$ cat config.mk
export PLATFORM = sky130hd
export DESIGN_NAME = ddo_mul
export DESIGN_NICKNAME = d
export VERILOG_FILES = /design/src/design/ddo_pkg.sv /design/src/design/ddo_mul.sv
export SDC_FILE = /design/constraint.sdc
export NUM_CORES = 2
export LEC_CHECK = 0
export ABC_AREA = 1
export ABC_CLOCK_PERIOD_IN_PS = 9470
export BUFFER_PORTS_ARGS = -buffer_cell sky130_fd_sc_hd__buf_2
export CORE_MARGIN = 1.5
export CORE_UTILIZATION = 60
export DETAILED_ROUTE_END_ITERATION = 10
export PLACE_DENSITY = 0.77
export SLEW_MARGIN = 20
export SYNTH_ARGS = -nofsm -noshare
export SYNTH_HDL_FRONTEND = slang
export SYNTH_SLANG_ARGS = --single-unit
export TNS_END_PERCENT = 50
$ cat constraint.sdc
create_clock -name clk -period 9.47 [get_ports clk]
set_input_delay 0.4735 -clock clk [delete_from_list [all_inputs] [get_ports clk]]
set_output_delay 0.4735 -clock clk [all_outputs]
set_load 0.01 [all_outputs]
$ cat src/design/ddo_pkg.sv
// Package: types, constants and helper functions of the odometry step block.
`default_nettype none
package ddo_pkg;

  localparam int CORDIC_STEPS  = 16;
  localparam int POSITION_BITS = 40;
  localparam int ATAN_COUNT    = 24;
  localparam int ROT_STEPS     = (CORDIC_STEPS < ATAN_COUNT) ? CORDIC_STEPS : ATAN_COUNT;
  localparam int STEP_W        = $clog2(ATAN_COUNT);

  localparam int POS_OUT_W = 40;
  localparam int STEP_OUT_W = 24;
  localparam int HEAD_W    = 16;
  localparam int CNT_W     = 16;
  localparam int DPC_W     = 24;
  localparam int IWB_W     = 16;

  // Multiplier operand and product widths.
  localparam int MUL_A_W = 33;
  localparam int MUL_B_W = 32;
  localparam int MUL_P_W = MUL_A_W + MUL_B_W;

  // Rotator datapath widths.
  localparam int XY_W = 64;
  localparam int Z_W  = 34;

  localparam logic signed [16:0] HEAD_PI     = 17'sd25736;
  localparam logic signed [16:0] HEAD_TWO_PI = 17'sd51472;
  localparam logic signed [Z_W-1:0] Z_PI      = 34'sd1686629713;
  localparam logic signed [Z_W-1:0] Z_HALF_PI = 34'sd843314857;
  localparam logic signed [MUL_B_W-1:0] GAIN_Q30 = 32'sd652032874;

  // Configuration register indexes.
  localparam logic REG_DIST_PER_COUNT = 1'b0;
  localparam logic REG_INV_WHEELBASE  = 1'b1;

  typedef enum logic [2:0] {
    ST_IDLE,
    ST_MUL_SUM,
    ST_MUL_DIFF,
    ST_MUL_YAW,
    ST_MUL_GAIN,
    ST_LOAD,
    ST_ROT,
    ST_FINISH
  } ddo_state_t;

  typedef struct packed {
    logic load;
    logic run;
  } ddo_rot_ctl_t;

  typedef struct packed {
    logic last;
  } ddo_rot_sts_t;

  // Arctangent of 2^-i in 2^-29 rad.
  function automatic logic signed [Z_W-1:0] atan_lut(input logic [STEP_W-1:0] i);
    logic signed [Z_W-1:0] r;
    unique case (i)
      5'd0:  r = 34'sd421657428;
      5'd1:  r = 34'sd248918915;
      5'd2:  r = 34'sd131521918;
      5'd3:  r = 34'sd66762579;
      5'd4:  r = 34'sd33510843;
      5'd5:  r = 34'sd16771758;
      5'd6:  r = 34'sd8387925;
      5'd7:  r = 34'sd4194219;
      5'd8:  r = 34'sd2097141;
      5'd9:  r = 34'sd1048575;
      5'd10: r = 34'sd524288;
      5'd11: r = 34'sd262144;
      5'd12: r = 34'sd131072;
      5'd13: r = 34'sd65536;
      5'd14: r = 34'sd32768;
      5'd15: r = 34'sd16384;
      5'd16: r = 34'sd8192;
      5'd17: r = 34'sd4096;
      5'd18: r = 34'sd2048;
      5'd19: r = 34'sd1024;
      5'd20: r = 34'sd512;
      5'd21: r = 34'sd256;
      5'd22: r = 34'sd128;
      5'd23: r = 34'sd64;
      default: r = '0;
    endcase
    return r;
  endfunction

  // Clamp to the 24-bit signed step range.
  function automatic logic signed [STEP_OUT_W-1:0] sat_step(input logic signed [63:0] v);
    logic signed [STEP_OUT_W-1:0] r;
    if (v > 64'sd8388607) begin
      r = 24'sh7FFFFF;
    end else if (v < -64'sd8388608) begin
      r = 24'sh800000;
    end else begin
      r = STEP_OUT_W'(v);
    end
    return r;
  endfunction

endpackage
`default_nettype wire

$ cat src/design/ddo_mul.sv
// Shared signed multiplier with a registered product.
`default_nettype none
module ddo_mul
  import ddo_pkg::*;
(
  input  wire logic                      clk,
  input  wire logic signed [MUL_A_W-1:0] a,
  input  wire logic signed [MUL_B_W-1:0] b,
  output logic signed [MUL_P_W-1:0]      p
);

  always_ff @(posedge clk) begin
    p <= MUL_P_W'(a) * MUL_P_W'(b);
  end

endmodule
`default_nettype wire

==> out/metrics.yaml <==
ys_ff_latch: 65
htreeDepth: 3
gp_congestion: 1.005
dpl.cell_count: 6064
area_delta_synth_final_pct: 3.370
num_vias: 32390
yosysWarnings: 0
final_area_um2: 42630
slew_violations: 0
wire_per_inst_um: 18.35
ios: 131
drcViolationCount: 0
slew_headroom_pct: 39.38
die_area_um2: 70320
hold_viol_final: 0
grt_util_met2_pct: 57.08
path_class: "primary input to flop"
min_period_ns: 8.118
yosysTopAreaCellShare_pct: 53.97
clkTransAtPathRegs_ns: 0.07
syn_area_um2: 41240
cts_tree: "done"
hp-class: "primary input to flop"
finalNonFillerCells: 6088
finalCritPeriodShare_pct: 85.73
required_ns: 9.72
synth-async-reset-ratio_pct: 0
fillers: 5845
max_stage_delay_ns: 0.96
yosys-top-cells-area: "fa_1 54%, inv_1 16%, nand2_1 14%"
cts_hold_buffers: 0
min_to: "p[0]$_DFF_P_"
cap_violations: 0
drive_gt1_share_pct: 4.129
grt_usage_pct: 33.94
setup_viol_count_final: 0
setup_ws_ns: 1.352
cp.arrival_ns: 8.37
ant_nets: 0
initial_core_util_pct: 60.98
syn_inst: 5265
synth_edf_count: 0
firstDrtPassIters: 6
rsz0062_at_grt: "no"
min-delay-start: "b[0]"
fin_tns_setup_ns: 0
worstPathMaxFanout: 32
yosysMostFrequentCell: "inv_1"
num_rows: 95
regMostFlops: "p"
clockRootBuffer: "clkbuf_16"
die_w_um: 265.2
cts_buffers: 9
cp_common_cell: "fa_1"
placed_area_um2: 42300
outcome: "completed"
drtIter0Drc: 2750
grt_use_met1_pct: 44.10
synth_cell_types: 35
antenna_found_initial: 10
synth_top_cell_by_area: "fa_1"
clockBufferDepth: 2
postSynthNetCount: 6629
tightest_slew_ns: 0.9093
largestRegisters: "p: 65 flops"
die_y_um: 265.2
postCtsSetupBuffers: 0
core_area_um2: 67630
max_freq_ghz: 0.1232
use_met3_pct: 4.944
holdPathStages: 4
top_usage_layer: "met2"
largest_register_ffs: 65
wl_um: 111700
grt_pass1_vias: 35270
grt_max_degree: 34
crit_slowest_cell: "fa_1"
start_kind: "primary input"
grt_pass1_wl_um: 184500
synth_ff_type: "dfxtp_1"
layout.nets: 6566
cts.sinks: 65
port_buffers: 130
ys_seq_area_share_pct: 3.155
place_ws_ns: 0.9856
endpoint_kind: "flop"
overflow: 0
cts.repair.resized: 0
vias_per_cell: 5.320
yosys-top-cells-count: "1,744 x inv_1, 1,518 x nand2_1, 1,112 x fa_1"
dp_hpwl_um: 95040
syn_area_per_cell_um2: 7.834
worst max-delay path: cells and delay by family:
family / cells / cell delay (ns)
adders and majority gates: 9 / 4.79
AOI/OAI and AO/OA: 3 / 0.70
and+or+nand+nor: 7 / 0.67
buffers and inverters: 8 / 1.68
layer usage:
metal  vias to the layer above  share of wire, %
met5                         -             0.013
met4                         2               4.9
met3                       357               8.9
met2                      1607                49
met1                     16250                37
li1                      14170                 -
layout make-up:
class	instances	area, um^2	area share (%)
well taps	873	1092	2.562
repair buffers	152	815.8	1.913
flip-flops and latches	65	1301	3.052
inverters	1747	6558	15.38
multi-input cells	3227	32540	76.32
diodes	8	20.02	0.04696
clock inverters	7	85.08	0.1996
clock buffers	9	225.2	0.5282
stage by stage:
stage          utilization [%]  hold WS (ns)
5_1_grt                  63.03        0.7678
3_5_place_dp             62.55        0.8677
3_3_place_gp             62.55        0.8665
6_report                 63.04        0.7174
4_1_cts                  63.01        0.7261
2_1_floorplan                -        0.7427
cell families after synthesis:
| group | Yosys count | synth area share, % |
|---|---|---|
| compound gates | 96 | 1.280 |
| xor+xnor | 35 | 0.7432 |
| fa+ha+maj | 1298 | 59.62 |
| buf+inv | 1973 | 17.96 |
| flops | 65 | 3.155 |
| simple gates | 1798 | 17.25 |
how the worst max path moves through the flow:
stage,cells past startpoint,from,slack [ns],end
2_1_floorplan,26,b[7],2.19,p[62]$_DFF_P_
3_3_place_gp,27,a[32],1.12,p[63]$_DFF_P_
3_5_place_dp,25,a[32],0.99,p[63]$_DFF_P_
4_1_cts,25,a[32],1.36,p[63]$_DFF_P_
5_1_grt,26,a[32],0.73,p[54]$_DFF_P_
6_report,27,a[32],1.35,p[63]$_DFF_P_
cells in the final DEF (no fill, tap or decap), drive strengths merged, types with 3 or more instances in the layout:
cell and n:
a21oi 62, buf 152, clkbuf 9, dfxtp 65
diode 8, fa 1112, ha 186, inv 1751
nand2 1531, nand3 83, nand3b 3, nand4 21
nor2 136, nor3 10, nor4 6, o21ai 16
o21bai 14, or2 5, xnor2 3, xor2 32
Power is not shown: default switching activity piles up to over one toggle a cycle in this logic, so the estimate is an artifact.
